<file path="src/sv/klk_pkg.sv">
// Package for the keypad combination lock: sizes, key event codes and the
// state and result records that pass between the step logic and the top level.
// No dependencies.
package klk_pkg;

   localparam int CODE_DIGITS = 4;
   localparam int DIGIT_W     = 4;
   localparam int POS_W       = 2;
   localparam int CODE_W      = CODE_DIGITS * DIGIT_W;
   localparam int MODE_W      = 4;

   localparam logic [DIGIT_W-1:0] DIGIT_BLANK = 4'd10;
   localparam logic [DIGIT_W-1:0] DIGIT_MAX   = 4'd9;
   localparam logic [POS_W-1:0]   POS_LAST    = POS_W'(CODE_DIGITS - 1);

   localparam logic [MODE_W-1:0] MODE_START        = 4'd0;
   localparam logic [MODE_W-1:0] MODE_RIGHT        = 4'd1;
   localparam logic [MODE_W-1:0] MODE_LEFT         = 4'd2;
   localparam logic [MODE_W-1:0] MODE_UP           = 4'd3;
   localparam logic [MODE_W-1:0] MODE_DOWN         = 4'd4;
   localparam logic [MODE_W-1:0] MODE_INNER_OK     = 4'd5;
   localparam logic [MODE_W-1:0] MODE_OUTER_DIGIT  = 4'd6;
   localparam logic [MODE_W-1:0] MODE_BACKSPACE    = 4'd7;
   localparam logic [MODE_W-1:0] MODE_OUTER_OK     = 4'd8;

   typedef logic [CODE_DIGITS-1:0][DIGIT_W-1:0] entry_type;

   typedef struct packed {
      entry_type          inner_digits;
      entry_type          outer_digits;
      entry_type          stored_digits;
      logic [POS_W-1:0]   inner_pos;
      logic [DIGIT_W-1:0] digit_value;
      logic [POS_W-1:0]   outer_pos;
      logic               edit_mode;
      logic               active;
   } lock_state_type;

   typedef struct packed {
      logic               unlocked;
      logic               modifying;
      logic [POS_W-1:0]   inner_cursor;
      logic [DIGIT_W-1:0] inner_value;
      logic [POS_W-1:0]   outer_cursor;
      logic               code_saved;
      logic [CODE_W-1:0]  saved_code;
      logic               session_active;
   } lock_result_type;

endpackage

</file>
<file path="src/sv/klk_req_if.sv">
// Key event channel: valid/ready handshake with the event payload.
// Depends on klk_pkg.
interface klk_req_if;
   import klk_pkg::*;

   logic              valid;
   logic              ready;
   logic [MODE_W-1:0] mode;
   logic [DIGIT_W-1:0] digit;
   logic              long_press;

   modport source (output valid, mode, digit, long_press, input ready);
   modport sink   (input valid, mode, digit, long_press, output ready);
endinterface

</file>
<file path="src/sv/klk_rsp_if.sv">
// Result channel: valid/ready handshake with the lock status payload.
// Depends on klk_pkg.
interface klk_rsp_if;
   import klk_pkg::*;

   logic               valid;
   logic               ready;
   logic               unlocked;
   logic               modifying;
   logic [POS_W-1:0]   inner_cursor;
   logic [DIGIT_W-1:0] inner_value;
   logic [POS_W-1:0]   outer_cursor;
   logic               code_saved;
   logic [CODE_W-1:0]  saved_code;
   logic               session_active;

   modport source (output valid, unlocked, modifying, inner_cursor, inner_value,
                   outer_cursor, code_saved, saved_code, session_active,
                   input ready);
   modport sink   (input valid, unlocked, modifying, inner_cursor, inner_value,
                   outer_cursor, code_saved, saved_code, session_active,
                   output ready);
endinterface

</file>
<file path="src/sv/klk_step.sv">
// Next-state and result logic for one key event of the combination lock.
// Depends on klk_pkg.
module klk_step (
   input  klk_pkg::lock_state_type       cur,
   input  logic [klk_pkg::MODE_W-1:0]    mode,
   input  logic [klk_pkg::DIGIT_W-1:0]   digit,
   input  logic                          long_press,
   input  logic [klk_pkg::CODE_W-1:0]    initial_code,
   output klk_pkg::lock_state_type       nxt,
   output klk_pkg::lock_result_type      res
);
   import klk_pkg::*;

   function automatic logic entry_match(entry_type e, entry_type s);
      logic ok;
      ok = 1'b1;
      for (int i = 0; i < CODE_DIGITS; i++) begin
         if (e[i] > DIGIT_MAX || e[i] != s[i]) begin
            ok = 1'b0;
         end
      end
      return ok;
   endfunction

   lock_state_type st;
   logic           unlock;
   logic           saved;
   logic           in_ok;
   logic           is_confirm;

   always_comb begin
      st     = cur;
      unlock = 1'b0;
      saved  = 1'b0;
      in_ok  = 1'b0;
      is_confirm = (mode == MODE_INNER_OK) || (mode == MODE_OUTER_OK);

      if (mode == MODE_START) begin
         for (int i = 0; i < CODE_DIGITS; i++) begin
            st.stored_digits[i] = initial_code[(CODE_DIGITS-1-i)*DIGIT_W +: DIGIT_W];
         end
         st.inner_pos       = '0;
         st.outer_pos       = '0;
         st.digit_value     = '0;
         st.edit_mode       = 1'b0;
         st.active          = 1'b1;
         st.inner_digits[0] = '0;
      end else if (cur.active) begin
         unique case (mode)
            MODE_RIGHT: begin
               st.inner_pos   = (cur.inner_pos == POS_LAST) ? '0 : cur.inner_pos + 1'b1;
               st.digit_value = '0;
            end
            MODE_LEFT: begin
               st.inner_pos = (cur.inner_pos == '0) ? POS_LAST : cur.inner_pos - 1'b1;
            end
            MODE_UP: begin
               st.digit_value = (cur.digit_value >= DIGIT_MAX) ? '0
                              : cur.digit_value + 1'b1;
            end
            MODE_DOWN: begin
               st.digit_value = (cur.digit_value == '0 || cur.digit_value > DIGIT_MAX)
                              ? DIGIT_MAX : cur.digit_value - 1'b1;
            end
            MODE_OUTER_DIGIT: begin
               if (digit <= DIGIT_MAX) begin
                  st.outer_digits[cur.outer_pos] = digit;
                  if (cur.outer_pos != POS_LAST) begin
                     st.outer_pos = cur.outer_pos + 1'b1;
                  end
               end
            end
            MODE_BACKSPACE: begin
               if (cur.outer_pos != '0) begin
                  st.outer_pos = cur.outer_pos - 1'b1;
               end
            end
            default: begin
            end
         endcase

         if (cur.edit_mode) begin
            st.stored_digits[st.inner_pos] = st.digit_value;
            if (mode == MODE_INNER_OK) begin
               st.digit_value = '0;
               st.edit_mode   = 1'b0;
               saved          = 1'b1;
               unlock = entry_match(st.inner_digits, st.stored_digits)
                     || entry_match(st.outer_digits, st.stored_digits);
            end
         end else begin
            st.inner_digits[st.inner_pos] = st.digit_value;
            if (is_confirm) begin
               in_ok = entry_match(st.inner_digits, st.stored_digits);
               if (mode == MODE_INNER_OK && long_press && in_ok) begin
                  st.edit_mode = 1'b1;
                  st.stored_digits[st.inner_pos] = st.digit_value;
               end else begin
                  unlock = in_ok || entry_match(st.outer_digits, st.stored_digits);
               end
            end
         end

         if (unlock) begin
            st.digit_value                   = '0;
            st.inner_digits[CODE_DIGITS-1]   = DIGIT_BLANK;
            st.outer_digits[CODE_DIGITS-1]   = DIGIT_BLANK;
            st.edit_mode                     = 1'b0;
            st.active                        = 1'b0;
         end
      end

      nxt                = st;
      res.unlocked       = unlock;
      res.modifying      = st.edit_mode;
      res.inner_cursor   = st.inner_pos;
      res.inner_value    = st.digit_value;
      res.outer_cursor   = st.outer_pos;
      res.code_saved     = saved;
      for (int i = 0; i < CODE_DIGITS; i++) begin
         res.saved_code[(CODE_DIGITS-1-i)*DIGIT_W +: DIGIT_W] = st.stored_digits[i];
      end
      res.session_active = st.active;
   end

endmodule

</file>
<file path="src/sv/keypad_combination_lock_top.sv">
// Keypad combination lock top level: lock state registers, code register
// and the result register. Depends on klk_pkg, klk_req_if, klk_rsp_if, klk_step.
//
// Usage:
//   req_chan carries one key event per beat (mode, digit, long_press).
//   rsp_chan returns exactly one status beat per key event, in order.
//   csr_we/csr_wdata load the initial code, taken into the stored code by
//   a start event; write it only while no event is in flight.
// Timing:
//   An event is accepted when req_chan.valid and req_chan.ready are high.
//   Its result is registered and shows on rsp_chan in the next cycle.
//   Throughput is one event per cycle while rsp_chan.ready stays high; the
//   state update in klk_step is combinational.
//   req_chan.ready is high while the result register is empty or its beat
//   is taken in the same cycle, so a stalled receiver holds the result and
//   stalls the sender after one beat.
// Reset:
//   Synchronous, active high. Clears the session, cursors, stored code and
//   initial code; both entries return to zeros with a blank last digit.
module keypad_combination_lock_top (
   input  logic                         clock,
   input  logic                         reset,
   klk_req_if.sink                      req_chan,
   klk_rsp_if.source                    rsp_chan,
   input  logic                         csr_we,
   input  logic [klk_pkg::CODE_W-1:0]   csr_wdata
);
   import klk_pkg::*;

   lock_state_type  state_ff, state_in, step_state;
   lock_result_type res_ff, step_res;
   logic            rsp_valid_ff, rsp_valid_in;
   logic [CODE_W-1:0] code_ff, code_in;
   logic            accept;
   lock_state_type  state_reset;

   always_comb begin
      state_reset = '0;
      state_reset.inner_digits[CODE_DIGITS-1] = DIGIT_BLANK;
      state_reset.outer_digits[CODE_DIGITS-1] = DIGIT_BLANK;
   end

   assign req_chan.ready = !rsp_valid_ff || rsp_chan.ready;
   assign accept         = req_chan.valid && req_chan.ready;

   klk_step u_step (
      .cur          (state_ff),
      .mode         (req_chan.mode),
      .digit        (req_chan.digit),
      .long_press   (req_chan.long_press),
      .initial_code (code_ff),
      .nxt          (step_state),
      .res          (step_res)
   );

   assign state_in     = accept ? step_state : state_ff;
   assign rsp_valid_in = accept ? 1'b1 : (rsp_valid_ff && !rsp_chan.ready);
   assign code_in      = csr_we ? csr_wdata : code_ff;

   always_ff @(posedge clock) begin
      if (reset) begin
         state_ff     <= state_reset;
         rsp_valid_ff <= 1'b0;
         code_ff      <= '0;
      end else begin
         state_ff     <= state_in;
         rsp_valid_ff <= rsp_valid_in;
         code_ff      <= code_in;
      end
   end

   always_ff @(posedge clock) begin
      if (accept) begin
         res_ff <= step_res;
      end
   end

   assign rsp_chan.valid          = rsp_valid_ff;
   assign rsp_chan.unlocked       = res_ff.unlocked;
   assign rsp_chan.modifying      = res_ff.modifying;
   assign rsp_chan.inner_cursor   = res_ff.inner_cursor;
   assign rsp_chan.inner_value    = res_ff.inner_value;
   assign rsp_chan.outer_cursor   = res_ff.outer_cursor;
   assign rsp_chan.code_saved     = res_ff.code_saved;
   assign rsp_chan.saved_code     = res_ff.saved_code;
   assign rsp_chan.session_active = res_ff.session_active;

endmodule
</file>
<file path="src/flat_wrapper.sv">
// flat-port wrapper written by rule: the top's interface ports become plain ports
module keypad_combination_lock_top_flat import klk_pkg::*;
  (clock, reset, csr_we, csr_wdata, req_chan_valid, req_chan_mode, req_chan_digit, req_chan_long_press, req_chan_ready, rsp_chan_valid, rsp_chan_unlocked, rsp_chan_modifying, rsp_chan_inner_cursor, rsp_chan_inner_value, rsp_chan_outer_cursor, rsp_chan_code_saved, rsp_chan_saved_code, rsp_chan_session_active, rsp_chan_ready);
  klk_req_if req_chan_i ();
  klk_rsp_if rsp_chan_i ();
  input  logic clock;
  input  logic reset;
  input  logic csr_we;
  input  logic [klk_pkg::CODE_W-1:0] csr_wdata;
  input wire logic [$bits(req_chan_i.valid)-1:0] req_chan_valid;
  input wire logic [$bits(req_chan_i.mode)-1:0] req_chan_mode;
  input wire logic [$bits(req_chan_i.digit)-1:0] req_chan_digit;
  input wire logic [$bits(req_chan_i.long_press)-1:0] req_chan_long_press;
  output wire logic [$bits(req_chan_i.ready)-1:0] req_chan_ready;
  output wire logic [$bits(rsp_chan_i.valid)-1:0] rsp_chan_valid;
  output wire logic [$bits(rsp_chan_i.unlocked)-1:0] rsp_chan_unlocked;
  output wire logic [$bits(rsp_chan_i.modifying)-1:0] rsp_chan_modifying;
  output wire logic [$bits(rsp_chan_i.inner_cursor)-1:0] rsp_chan_inner_cursor;
  output wire logic [$bits(rsp_chan_i.inner_value)-1:0] rsp_chan_inner_value;
  output wire logic [$bits(rsp_chan_i.outer_cursor)-1:0] rsp_chan_outer_cursor;
  output wire logic [$bits(rsp_chan_i.code_saved)-1:0] rsp_chan_code_saved;
  output wire logic [$bits(rsp_chan_i.saved_code)-1:0] rsp_chan_saved_code;
  output wire logic [$bits(rsp_chan_i.session_active)-1:0] rsp_chan_session_active;
  input wire logic [$bits(rsp_chan_i.ready)-1:0] rsp_chan_ready;
  assign req_chan_i.valid = req_chan_valid;
  assign req_chan_i.mode = req_chan_mode;
  assign req_chan_i.digit = req_chan_digit;
  assign req_chan_i.long_press = req_chan_long_press;
  assign req_chan_ready = req_chan_i.ready;
  assign rsp_chan_valid = rsp_chan_i.valid;
  assign rsp_chan_unlocked = rsp_chan_i.unlocked;
  assign rsp_chan_modifying = rsp_chan_i.modifying;
  assign rsp_chan_inner_cursor = rsp_chan_i.inner_cursor;
  assign rsp_chan_inner_value = rsp_chan_i.inner_value;
  assign rsp_chan_outer_cursor = rsp_chan_i.outer_cursor;
  assign rsp_chan_code_saved = rsp_chan_i.code_saved;
  assign rsp_chan_saved_code = rsp_chan_i.saved_code;
  assign rsp_chan_session_active = rsp_chan_i.session_active;
  assign rsp_chan_i.ready = rsp_chan_ready;
  keypad_combination_lock_top u_core (.clock(clock), .reset(reset), .req_chan(req_chan_i), .rsp_chan(rsp_chan_i), .csr_we(csr_we), .csr_wdata(csr_wdata));
endmodule
</file>
<file path="config.mk">
export PLATFORM = sky130hd
export DESIGN_NAME = keypad_combination_lock_top_flat
export DESIGN_NICKNAME = d
export VERILOG_FILES = /design/src/sv/klk_pkg.sv /design/src/sv/klk_req_if.sv /design/src/sv/klk_rsp_if.sv /design/src/sv/klk_step.sv /design/src/sv/keypad_combination_lock_top.sv /design/src/flat_wrapper.sv
export SDC_FILE = /design/constraint.sdc
export NUM_CORES = 1
export LEC_CHECK = 0
export ABC_AREA = 1
export BUFFER_PORTS_ARGS = -buffer_cell sky130_fd_sc_hd__buf_2
export CAP_MARGIN = 20
export CELL_PAD_IN_SITES_DETAIL_PLACEMENT = 0
export CELL_PAD_IN_SITES_GLOBAL_PLACEMENT = 1
export CORE_ASPECT_RATIO = 0.7
export CORE_UTILIZATION = 44
export CTS_BUF_LIST = sky130_fd_sc_hd__clkbuf_8
export CTS_CLUSTER_DIAMETER = 40
export DETAILED_ROUTE_END_ITERATION = 10
export PLACE_DENSITY_LB_ADDON = 0.1
export SLEW_MARGIN = 20
export SYNTH_ARGS = -nofsm -noshare
export SYNTH_HDL_FRONTEND = slang
export SYNTH_SLANG_ARGS = --single-unit
</file>
<file path="constraint.sdc">
create_clock -name clock -period 3.2 [get_ports clock]
set_clock_uncertainty 0.1 [all_clocks]
set_input_delay 0.32 -clock clock [delete_from_list [all_inputs] [get_ports clock]]
set_output_delay 0.32 -clock clock [all_outputs]
set_load 0.02 [all_outputs]
</file>
# After elaboration in Yosys (flattened, before gate mapping)

Cells that the tools add are included.
W data, S select, Z words.

Add/subtract/negate cells: 6
Reductions and logical operators: 40
Equality and inequality tests: 28
Bitwise gates (word level): 3
Multiplexer cells: 83
$lt $le $gt $ge: 19

Operators by type and width:

| operator              | number |
|---|---|
| $mux W16              | 8 |
| $ne A4 B4 Y1          | 16 |
| $gt A4 B4 Y1 const B  | 13 |
| $bwmux W16            | 3 |
| $mux W4               | 12 |
| $mux W46              | 1 |
| $mux W1               | 45 |
| $mux W26              | 1 |
| $logic_or A1 B1 Y1    | 21 |
| $demux W4 S2          | 2 |
| $eq A4 B3 Y1 const B  | 4 |
| $mux W2               | 8 |
| $pmux W4 S3           | 1 |
| $eq A4 B2 Y1 const B  | 2 |
| $logic_not A4 Y1      | 2 |
| $pmux W2 S2           | 2 |
| $reduce_and A4 Y1     | 2 |
| $logic_and A1 B1 Y1   | 6 |
| $lt A2 B3 Y1 const B  | 2 |
| $ne A2 B2 Y1 const B  | 3 |
| $reduce_and A3 Y1     | 2 |
| $add A2 B1 Y2 const B | 2 |
| $add A4 B1 Y4 const B | 1 |
| $eq A4 B1 Y1 const B  | 1 |
| other kinds (13)      | 19 |

Word-level logic and storage cells: 206
Output and inout port bits: 30
Flip-flop bits (word level): 103
Input bits: 30

# Logic depth before layout (Yosys ltp)

Depth in word-level cells: 35
Depth in mapped cells: 27
Mapped depth without buffers: 27

# Modules after synthesis

Synthesis repeated with hierarchy kept, for this count alone.

Cells, all modules: 1223
Area, all modules: 7925.1 um2

By module, submodules not included:

| module                      | area each (um2) | instances | cells an instance | seq. area each (um2) |
|---|---|---|---|---|
| keypad_combination_lock_top | 4294.1          | 1         | 476               | 2342.2 |
| klk_step                    | 3631.0          | 1         | 747               | 0.0 |

# Worst setup path before layout

No wires, ideal clock.

Kind: reg2reg
Start point: reg u_core.state_ff[4] in the netlist's numbering
End point: reg u_core.state_ff[13] in the netlist's numbering
Data arrival time: 2578 ps
Stages on the path, launching flop included: 27
Period minus slack after synthesis: 2788 ps
Path buffers: 0
Required time: 2989 ps
Setup slack: 412 ps
Library setup time: 111 ps
Cell sequence: dfxtp_1 -> inv_1 -> ha_1 -> nand2_1 -> nand2_1 -> nand2_1 -> inv_2 -> nand2_1 -> nand3_1 -> nand2_1 -> nand2_1 -> nand2_1 -> nand2_1 -> nor2_1 -> nor2_1 -> nor2_1 -> nand2_1 -> nor2_2 -> nand3_2 -> nand2_2 -> nand2_1 -> inv_1 -> nand2_1 -> nand3_1 -> nand3_1 -> nand2_1 -> inv_1

Cells in the longest elaborated chain, start to end: 23
Elaborated cells on any way between the ends: 39
Those cells by class: add/sub (2); order compare (6); eq/ne (4); mux (20); reduce/logical (7)

Ends and longest elaborated chain:

| item                                                    | RTL line                          | text |
|---|---|---|
| from (decl)                                             | keypad_combination_lock_top.sv:30 | `lock_state_type state_ff, state_in, step_state;` |
| from (signal assigned)                                  | keypad_combination_lock_top.sv:62 | `state_ff <= state_reset;` |
| from (signal assigned)                                  | keypad_combination_lock_top.sv:66 | `state_ff <= state_in;` |
| $gt A4 B4 Y1 / $logic_not A4 Y1 (equally long branches) | klk_step.sv:62                    | `st.digit_value = (cur.digit_value == '0 \|\| cur.digit_value > DIGIT_MAX)` |
| $logic_or A1 B1 Y1                                      | klk_step.sv:62                    |  |
| $mux W4                                                 | klk_step.sv:63                    | `? DIGIT_MAX : cur.digit_value - 1'b1;` |
| $pmux W4 S3 (*)                                         | klk_step.sv:49                    | `unique case (mode)` |
| $mux W4 (*)                                             | klk_step.sv:48                    | `end else if (cur.active) begin` |
| $mux W4 (*)                                             | klk_step.sv:38                    | `if (mode == MODE_START) begin` |
| $bwmux W16                                              | klk_step.sv:92                    | `st.inner_digits[st.inner_pos] = st.digit_value;` |
| $gt A4 B4 Y1 / $ne A4 B4 Y1 (equally long branches)     | klk_step.sv:18                    | `if (e[i] > DIGIT_MAX \|\| e[i] != s[i]) begin` |
| [... 7 more ...]                                        | --                                |  |
| $mux W1                                                 | klk_step.sv:48                    |  |
| $mux W1                                                 | klk_step.sv:38                    |  |
| $logic_and A1 B1 Y1                                     | klk_step.sv:95                    | `if (mode == MODE_INNER_OK && long_press && in_ok) begin` |
| $mux W16                                                | klk_step.sv:95                    |  |
| $mux W16                                                | klk_step.sv:93                    | `if (is_confirm) begin` |
| $mux W16 (*)                                            | klk_step.sv:82                    | `if (cur.edit_mode) begin` |
| $mux W46 (*)                                            | klk_step.sv:48                    |  |
| $mux W26 (*)                                            | klk_step.sv:38                    |  |

Mark *: on every way between the ends. The rest lies on a longest branch, timed or not. The select of a mux whose other input is x is not followed.
A chain may end at the register's enable or synchronous reset.

==> results.py <==
metrics = {
    "synthesis": {
        "ys_seq_area_share_pct": 35.3,
        "synth_top_area_cell": "dfxtp_1",
        "syn_avg_cell_area_sq_um": 6.30,
        "synth_edf_count": 28,
        "synthCells": 1053,
        "synth_warnings": 0,
        "async_flop_share_pct": 0,
        "syn-num-nets": 1088,
        "synthTopCellsByArea": "dfxtp_1, nand2_1, edfxtp_1",
        "synth_cell_types": 39,
        "synth-main-ff-cell": "dfxtp_1",
        "syn_area_sq_um": 6630,
        "synth_top_area_share_pct": 22.6,
        "ys_seq_elements": 103,
    },
    "cells_and_area": {
        "antenna_cells": 0,
        "multi_input_area_sq_um": 3940,
        "utilization_pct": 56.1,
        "fillCellCount": 1504,
        "seq_area_sq_um": 2350,
        "layout.nets": 1216,
        "syn_to_final_growth_pct": 24.4,
        "drive_gt1_share_pct": 22.7,
    },
    "setup_path": {
        "worstPathArrival_ns": 3.14,
        "cp_max_fo": 5,
        "cp_common_cell": "nand2_1",
        "slowest_stage": "dfxtp_2",
        "cpLargestDelayFamily": "simple AND/OR/NAND/NOR gates",
        "cp_slowest_stage_delay_ns": 0.35,
        "setup.worst_path.start_class": "register",
        "worstPathBufferInverterCount": 4,
        "crit_chain": "inv_2 > ha_4 > nand2_2 > nand2_1 > buf_4 > nand3_1 > nand3_2 > nand2_4 > buf_4 > nand2_2 > nand2_1 > nand2_1 > o21ai_0 > nor2_1 > nand3b_1 > nor2_1 > nand2_1 > a21oi_2 > nor2_4 > nand2_2 > inv_2 > nand2_1 > o21ai_0",
        "critPathKind": "reg -> reg",
        "required_ns": 3.24,
        "worstSetupEndpointType": "register",
    },
    "clock_network": {
        "clock_sinks": 103,
        "cts_buffers": 9,
        "h-tree-depth": 3,
        "path_clk_slew_ns": 0.13,
        "cts_hold_buf": 0,
        "clk_path_buf_depth": 2,
        "insertion_delay_ns": 0.41,
        "root_buffer": "clkbuf_8",
        "tritoncts": "yes",
    },
    "floorplan": {
        "die_h_um": 105,
        "ios": 60,
        "num_rows": 37,
        "core_area_sq_um": 14700,
        "die_x_um": 149,
        "dieArea_sq_um": 15600,
        "start_util_pct": 45.1,
    },
    "power_and_ir_drop": {
        "pwr-share-seq_pct": 44.9,
        "swShare_pct": 37.0,
        "p_clk_share_pct": 27.6,
        "vdd_drop_max_v": 0.000237,
        "pwr-share-comb_pct": 27.5,
        "p_switching_mw": 1.21,
        "leakage_nw": 4.03,
        "total_power_mw": 3.27,
        "power_per_cell_area_nw_per_um2": 396,
        "power.internal_mw": 2.06,
    },
    "timing": {
        "timing.fmax_mhz": 323,
        "tightest_slew_ns": 0.960,
        "finalHoldViolCount": 0,
        "timing.final.ws_setup_ns": 0.102,
        "drv_slew": 0,
        "setup_violations": 0,
        "period_needed_ns": 3.10,
        "rsz0062_at_grt": "yes",
        "slew_headroom_pct": 35.9,
        "whs_ns": 0.0240,
        "fin_crit_sh_pct": 96.8,
    },
    "route": {
        "first_iter_violations": 688,
        "drt_pass1_iterations": 5,
        "vias": 7293,
        "drt_wl_total_um": 23100,
        "wire_per_inst_um": 16.7,
        "ant_nets": 0,
        "viasPerCell": 5.28,
        "drc": 0,
    },
    "grt": {
        "grt_max_degree": 48,
        "antenna_found_initial": 0,
        "grt_util_all_layers_pct": 29.9,
        "overflow": 0,
        "grt_pass1_wl_um": 35100,
        "first_global_vias": 6265,
    },
    "run_status": {
        "status": "finished clean",
    },
    "place": {
        "place_congestion": 0.966,
        "hpwl_um": 17900,
        "dp_slack_ns": -0.207,
        "portBuffers": 59,
    },
    "job": {
        "maxCapViolCount": 0,
    },
    "worst_hold_path": {
        "hold_class": "in -> reg",
    },
}
[stage by stage]
step,TNS (ns),cells,area [sq um]
finish,0,1381,8250
global route,-0.523,1381,8250
CTS,0,1370,7870
detailed placement,-2.83,1352,7610
global placement,-2.44,1352,7610
floorplan,0,1053,6630
[repair_timing]
item                                    4_1_cts  5_1_grt
gates resized for setup                       8       89
pin swaps                                     2       38
endpoints found under the setup margin       30       31
setup buffers                                 2       13
[registers in the layout (all words and copies together), names as in the netlist]
signal and count:
u_core.rsp_chan.modifying 1, u_core.state_ff 58, u_core.rsp_chan.session_active 1, u_core.rsp_chan.saved_code 16, u_core.rsp_chan.valid 1, u_core.rsp_chan.outer_cursor 2, u_core.rsp_chan.inner_cursor 2, u_core.code_ff 16
u_core.rsp_chan.inner_value 4, u_core.rsp_chan.code_saved 1, u_core.rsp_chan.unlocked 1
[path summary, 6_finish.rpt]
| kind | cells after the start | slack [ns] | startpoint | end |
|---|---|---|---|---|
| max reg2reg | 23 | 0.10 | u_core.state_ff[4]$_SDFFE_PP0P_ | u_core.rsp_chan.inner_value[1]$_DFFE_PP_ |
| min | 3 | 0.02 | csr_wdata[4] | u_core.code_ff[4]$_SDFFE_PP0P_ |
| max | 23 | 0.10 | u_core.state_ff[4]$_SDFFE_PP0P_ | u_core.rsp_chan.inner_value[1]$_DFFE_PP_ |
| min reg2reg | 2 | 0.37 | u_core.code_ff[0]$_SDFFE_PP0P_ | u_core.code_ff[0]$_SDFFE_PP0P_ |
[metal layers]
metal	vias to the layer above	global-route usage [%]	share of wire, %
li1	3626	-	-
met1	3353	45.0	48
met2	282	43.4	42
met3	32	4.93	8.4
met4	0	8.02	1.8
met5	-	0	0
[power by group through the flow]
stage,clock [mW],combinational (mW),sequential (mW)
after floorplan,0,0.469,1.52
after global placement,0,0.812,1.50
after detailed placement,0,0.807,1.50
after CTS,0.924,0.817,1.47
after global routing,0.965,0.986,1.48
final,0.903,0.900,1.47
[tightest hold or removal path, cell delays in order]
cell	delay, ns
buf_2	0.08
nor2_1	0.03
nor2_1	0.08
[synth_stat cells (5+ instances only)]
cell type,instances
a21oi_1,73
clkbuf_1,23
dfxtp_1,75
edfxtp_1,28
ha_1,5
inv_1,134
inv_2,7
nand2_1,338
nand2_2,10
nand3_1,73
nand3_2,5
nand4_1,8
nor2_1,95
nor2_2,6
o21ai_0,103
o21ai_1,9
o22ai_1,5
xor2_1,17
[kinds of logic (layout without fill, tap and decap cells)]
family	count (synthesis)	in the layout	synth area share (%)
AOI/OAI and AO/OA	200	200	15.6
xor gates and xnor gates	17	17	2.24
adders and majority gates	5	5	0.943
buffers and inverters	173	306	9.96
DFF	103	103	35.3
and+or+nand+nor	555	555	35.9
[layout by cell type (no fill, tap or decap), types with 4 or more instances in the layout]
master,count
nand2_8,4
inv_1,128
inv_8,4
nand3_1,65
nor2_4,7
dfxtp_2,4
o22ai_1,5
edfxtp_1,28
nor2_2,8
nor2_1,89
o21ai_1,12
nand2_2,33
nand2_1,305
nand4_1,8
nand3_2,11
buf_2,59
o21ai_0,98
dfxtp_1,70
inv_2,13
buf_4,84
nand2_4,11
a21oi_1,71
xor2_1,16
clkbuf_8,9
[cell type report]
type	count	share of cell area (%)
Timing Repair Buffer	146	11.6
Tap cell	195	2.96
Inverter	144	6.64
Multi-Input combinational cell	777	47.7
Clock buffer	9	1.50
Clock inverter	7	1.11
Sequential cell	103	28.5
No activity file was read; power rests on OpenSTA's default activity.
